File: config.mk
export PLATFORM = sky130hd
export DESIGN_NAME = mnp_ram
export DESIGN_NICKNAME = d
export VERILOG_FILES = /design/src/rtl/core/mnp_ram.sv
export SDC_FILE = /design/constraint.sdc
export NUM_CORES = 1
export LEC_CHECK = 0
export BUFFER_PORTS_ARGS = -buffer_cell sky130_fd_sc_hd__buf_2
export CAP_MARGIN = 20
export CORE_MARGIN = 1
export CORE_UTILIZATION = 55
export DETAILED_ROUTE_END_ITERATION = 16
export PLACE_DENSITY = 0.75
export SKIP_CTS_REPAIR_TIMING = 1
export SKIP_LAST_GASP = 1
export SLEW_MARGIN = 40
export SYNTH_ARGS = -nofsm -noshare
export SYNTH_HDL_FRONTEND = slang
export SYNTH_SLANG_ARGS = --single-unit
export TNS_END_PERCENT = 10
File: constraint.sdc
create_clock -name clk_i -period 3.3 [get_ports clk_i]
set_input_delay 0.165 -clock clk_i [delete_from_list [all_inputs] [get_ports clk_i]]
set_output_delay 0.165 -clock clk_i [all_outputs]
set_load 0.005 [all_outputs]
File: src/rtl/core/mnp_ram.sv
// ----------------------------------------------------------------------------
// mnp_ram
// simple dual-port ram, one write and one registered read per cycle
// ----------------------------------------------------------------------------
`timescale 1ns / 1ps
`default_nettype none

module mnp_ram #(
  parameter  int unsigned WIDTH  = 8,
  parameter  int unsigned DEPTH  = 16,
  localparam int unsigned ADDR_W = (DEPTH > 1) ? $clog2(DEPTH) : 1
) (
  input  wire logic              clk_i,
  input  wire logic              we_i,
  input  wire logic [ADDR_W-1:0] waddr_i,
  input  wire logic [WIDTH-1:0]  wdata_i,
  input  wire logic [ADDR_W-1:0] raddr_i,
  output logic      [WIDTH-1:0]  rdata_o
);

  logic [WIDTH-1:0] mem_q [DEPTH];

  // write port
  always_ff @(posedge clk_i) begin
    if (we_i) begin
      mem_q[waddr_i] <= wdata_i;
    end
  end

  // registered read port
  always_ff @(posedge clk_i) begin
    rdata_o <= mem_q[raddr_i];
  end

endmodule

`default_nettype wire

==> metrics, run 1 <==
status finished clean; post-route minimum period 1.578 ns; P_int 3.221 mW; GPL Wtd Cong 0.7085; initial core utilization 57.89%; Post-synth top flop edfxtp_1; FFs w/ async S/R, synth 0%; Critical Path Source Type primary input; Core Box Area 8891 µm²; leading area contributor after synthesis edfxtp_1; # diodes 0; Distinct cells, synth 19; CTS max path bufs 2; commonest non-fill, non-tap cell in the layout edfxtp_1; Pleak 2.002 nW; Relative slew margins 46.02%; Post-Route Setup TNS 0 ns; Final Max Slew Viols 0; clock buffer count from CTS 17; peak supply drop 333.4 µV; register bit total from synthesis 136; Comb pwr share 4.2%; Clock Tree Root clkbuf_8; initial antenna violation count 0; Die X-Extent 98.74 µm; Hold Violations, Final 0; fill count 546; Clock Skews 0.01363 ns; buffer and inverter count on the worst path 2; Pre-antenna DRT Iters 4; sw frac 19.53%; Detail Placement HPWL 5641 µm; CP arrival 1.96 ns; commonest cells after routing, fill and taps aside edfxtp_1, buf_2, mux4_2; remaining antenna violation count 0; Largest delay share family, worst path buffers and inverters; final wirelength 9707 µm; Post-Syn Instances 229; Finish-stage setup viols 0; DRC viols 0; CP peak stage delay 0.60 ns; Row Count 34; EDFF count, synth 128; Critical Path Fanout Max 21; top cell type's share of synthesized area 74.67%; TritonCTS clock tree done; area delta synth->final 16.04%; Psw 0.7816 mW; area of the mapped netlist 5147 µm²; die area 9750 µm²; unrepaired setup endpoints after global routing no; Power Density 670.1 nW/µm²; Max Cap Violations 0; Avg WL per Cell 24.95 µm; Final Cycle Share 47.82%; max frequency 633.7 MHz; later-pin clock latency in the skew report 0.52 ns; io pins 26; register area 4004 µm²; Post-Route Utilization 67.18%; slowest CP cell mux4_1; sequential share of power 48.6%; Seq/Total Area, Yosys 77.78%; total global-route track usage 22.07%; number of nets in the layout 286; syn_nets 247; crit path kind primary input to flop; synth top area cells edfxtp_1, mux4_2, mux4_1; Worst-path clk slew 0.06 ns; die height 98.74 µm; CTS H-tree depth 4; Hold WC Path Type primary input to flop; crit-path cells buf_2 -> buf_4 -> mux4_1 -> a22oi_1 -> nand2_1; largest net degree at the start of global routing 33; syn_area_per_cell 22.48 µm²; Slew @ Worst Pin 0.8081 ns; number of global-route vias before repair 2507; clock share of power 47.2%; grt total ovfl 0; CP endpoint kind flop; synth warn 0; area of the multi-input gates 1087 µm²; total clock sinks 136; layout cells sized above 1 30.96%; detailed router's first-iteration violation count 170; vias per cell 6.180; first-pass GRT wire length 14610 µm; required time worst endpoint 3.68 ns; vias post-DR 2404; PortBufs 25
## routing by layer
layer,part of all wire (%),wire [µm],global-route usage [%],vias to the layer above
li1,-,-,-,1050
met3,5.6,548,6.099,21
met2,48,4670,33.08,90
met5,0,0,0,-
met1,43,4214,30.39,1243
met4,2.8,274,10.79,0
## worst reg2reg max path, stage by stage, from the launching register on
cell	delay, ns
edfxtp_1	0.39
mux4_1	0.51
a22oi_1	0.31
nand2_1	0.10
## flip-flops by register name, indices dropped and copies added, names as in the netlist
register,cells
mem_q,128
rdata_o,8
## worst paths after layout
| kind | from | to | slack (ns) | cells after the start |
|---|---|---|---|---|
| worst max-delay path | raddr_i[0] | rdata_o[4]$_DFF_P_ | 1.72 | 5 |
| worst min-delay path | wdata_i[5] | mem_q[3][5]$_DFFE_PP_ | 0.03 | 1 |
| worst max register to register | mem_q[9][4]$_DFFE_PP_ | rdata_o[4]$_DFF_P_ | 1.86 | 3 |
| worst min register to register | mem_q[14][2]$_DFFE_PP_ | rdata_o[2]$_DFF_P_ | 0.68 | 3 |
## final cells by class
| class | instances | area share [%] |
|---|---|---|
| clock inverter | 10 | 2.535 |
| tap | 108 | 2.262 |
| clock buffer | 22 | 7.248 |
| multi-input combinational | 83 | 18.20 |
| timing repair buffer | 30 | 2.723 |
| sequential | 136 | 67.03 |
## metrics by stage
step | worst slack [ns] | instances | cell area (µm²) | hold slack (ns) | power [mW]
4_1_cts | 1.712 | 389 | 5953 | 0.008751 | 4.016
2_1_floorplan | 1.642 | 229 | 5147 | 0.2639 | 2.074
6_report | 1.722 | 389 | 5973 | 0.02540 | 4.003
3_3_place_gp | 1.202 | 357 | 5359 | 0.5465 | 2.141
5_1_grt | 1.605 | 389 | 5973 | 0.02031 | 4.087
3_5_place_dp | 1.184 | 357 | 5369 | 0.5393 | 2.148
## cell families after synthesis
family,after synthesis,share of synthesized area (%)
buf+inv,10,1.677
mux,32,15.02
compound gates,16,2.334
flops,136,77.78
simple gates,35,3.184
## cell usage after synthesis, types with 2 or more instances
cell / count
edfxtp_1: 128
mux4_2: 18
a22oi_1: 16
mux4_1: 14
nor2_1: 13
nand2_1: 9
dfxtp_1: 8
nor3_1: 4
buf_2: 3
buf_6: 3
clkdlybuf4s25_2: 3
nand2b_1: 2
nand3b_1: 2
## power groups by stage
| stage | clock, mW | combinational [mW] | sequential [mW] |
|---|---|---|---|
| 2_1_floorplan | 0 | 0.0980 | 1.98 |
| 3_3_place_gp | 0 | 0.162 | 1.98 |
| 3_5_place_dp | 0 | 0.167 | 1.98 |
| 4_1_cts | 1.90 | 0.169 | 1.95 |
| 5_1_grt | 1.96 | 0.183 | 1.95 |
| 6_report | 1.89 | 0.169 | 1.94 |
Note: power is estimated with default switching activity, not from simulation.
==> run 2: changes to the inputs <==
--- a/config.mk
+++ b/config.mk
@@ -8,9 +8,9 @@
 export BUFFER_PORTS_ARGS = -buffer_cell sky130_fd_sc_hd__buf_2
 export CAP_MARGIN = 20
 export CORE_MARGIN = 1
-export CORE_UTILIZATION = 55
+export CORE_UTILIZATION = 54
 export DETAILED_ROUTE_END_ITERATION = 16
-export PLACE_DENSITY = 0.75
+export PLACE_DENSITY = 0.76
 export SKIP_CTS_REPAIR_TIMING = 1
 export SKIP_LAST_GASP = 1
 export SLEW_MARGIN = 40
==> constraint.sdc (replaced) <==
create_clock -name clk_i -period 1.38 [get_ports clk_i]
set_input_delay 0.069 -clock clk_i [delete_from_list [all_inputs] [get_ports clk_i]]
set_output_delay 0.069 -clock clk_i [all_outputs]
set_load 0.005 [all_outputs]
==> run 2 against run 1 <==
Wire length is 3.2% higher. Setup slack worse by 1.7 ns. Register-to-register slack worse by 1.8 ns. Worst hold slack better by 0.010 ns. Non-clock buffer count is 26 higher. Cell count is 12% higher. Cell area is 4.5% higher. Combinational power grew to 2.7 times the previous value.
==> metrics, run 2 (synthesis gave the netlist of run 1 again) <==
Pleak 2.139 nW (+6.8%); commonest cells after routing, fill and taps aside edfxtp_1, buf_2, buf_4; Critical Path Source Type flop; die area 9927 µm² (+1.8%); total global-route track usage 22.48% (+0.41 points); detailed router's first-iteration violation count 172 (+1.2%); Core Box Area 9240 µm² (+3.9%); Relative slew margins 48.77% (+2.8 points); fill count 584 (+7.0%); Clock Tree Root clkbuf_8; initial antenna violation count 0 (unchanged); Worst-path clk slew 0.06 ns (about the same); vias post-DR 2496 (+3.8%); Critical Path Fanout Max 1 (-95%); Slew @ Worst Pin 0.7668 ns (-0.04126 ns); Largest register FFs 128 (unchanged); final wirelength 10010 µm (+3.2%); CP arrival 1.76 ns (-0.20 ns); later-pin clock latency in the skew report 0.52 ns (about the same); status finished clean; Clock Skews 0.008466 ns (-0.005160 ns); crit path kind flop to flop; unrepaired setup endpoints after global routing yes; DRC viols 0 (unchanged); Max Cap Violations 0 (unchanged); remaining antenna violation count 0 (unchanged); GPL Wtd Cong 0.7239 (+2.2%); Power Density 1533 nW/µm² (+130%); area delta synth->final 21.27%; Avg WL per Cell 22.97 µm (-8.0%); Final Cycle Share 99.07%; PnR Total Power 9.569 mW (+140%); Hold Violations, Final 0 (unchanged); CP endpoint kind flop; CTS H-tree depth 4 (unchanged); Final Max Slew Viols 0 (unchanged); grt total ovfl 0 (unchanged); Reg2Reg Setup Slack 0.01 ns (-1.85 ns); required time worst endpoint 1.78 ns (-1.90 ns); number of global-route vias before repair 2558 (+2.0%); number of nets in the layout 312 (+9.1%); layout cells sized above 1 33.55% (+2.6 points); worst hold margin 0.03588 ns (+0.01048 ns); top flop regs mem_q (128), rdata_o (8); total clock sinks 136 (unchanged); # diodes 0 (unchanged); vias per cell 5.725 (-7.4%); first-pass GRT wire length 14970 µm (+2.4%); CTS max path bufs 2 (unchanged); post-route minimum period 1.367 ns; peak supply drop 727.3 µV (+120%); Hold WC Path Type primary input to flop; io pins 26 (unchanged); clock buffer count from CTS 17 (unchanged); largest net degree at the start of global routing 20 (-39%); max frequency 731.4 MHz; die height 99.64 µm (+0.91%); Pre-antenna DRT Iters 5 (+1); commonest non-fill, non-tap cell in the layout edfxtp_1; TritonCTS clock tree done; PortBufs 25 (unchanged); most flop-heavy register mem_q; Die X-Extent 99.64 µm (+0.91%); Row Count 35 (+2.9%); initial core utilization 55.71% (-2.2 points); Finish-stage setup viols 0 (unchanged)
-- run 2: critical path, stage by stage, from the launching register on --
cell and delay, ns:
edfxtp_1 0.40, mux4_1 0.52, a22oi_1 0.23, nand2_1 0.09
-- run 2: final timing paths --
check                         startpoint                 end  cells past startpoint
setup / recovery   mem_q[8][5]$_DFFE_PP_  rdata_o[5]$_DFF_P_                      3
hold / removal                raddr_i[1]  rdata_o[0]$_DFF_P_                      4
setup reg to reg   mem_q[8][5]$_DFFE_PP_  rdata_o[5]$_DFF_P_                      3
hold reg to reg   mem_q[15][3]$_DFFE_PP_  rdata_o[3]$_DFF_P_                      3
-- run 2: area by class of cell --
cell class	count	area [µm²]	share of cell area, %
Clock buffer	17	414.1	6.635
Clock inverter	15	178.9	2.866
Multi-Input combinational cell	83	1069	17.12
Sequential cell	136	4004	64.14
Tap cell	129	161.4	2.586
Timing Repair Buffer	56	415.4	6.655
-- run 2: per-layer routing --
layer	vias up	global-route usage (%)	part of all wire (%)
met5	-	0	0
li1	1107	-	-
met1	1284	28.13	40
met4	0	10.29	1.9
met2	92	36.86	52
met3	13	6.395	5.7
-- run 2: stage by stage --
stage,instances,util [%],setup slack [ns],instance area [µm²],setup TNS (ns)
after floorplan,229,-,0.04485,5152,0
after global routing,436,67.56,-0.02184,6242,-0.04114
after CTS,428,66.62,-0.06458,6156,-0.06458
after detailed placement,396,60.20,-0.1095,5563,-0.4520
final,436,67.56,0.01279,6242,0
after global placement,396,60.20,-0.08291,5563,-0.2682
-- run 2: power breakdown --
group / total, mW / internal, mW / switching (mW)
registers: 4.65 / 4.62 / 0.0296
clock network: 4.47 / 2.75 / 1.71
logic: 0.456 / 0.214 / 0.242
total: 9.57 / 7.58 / 1.98
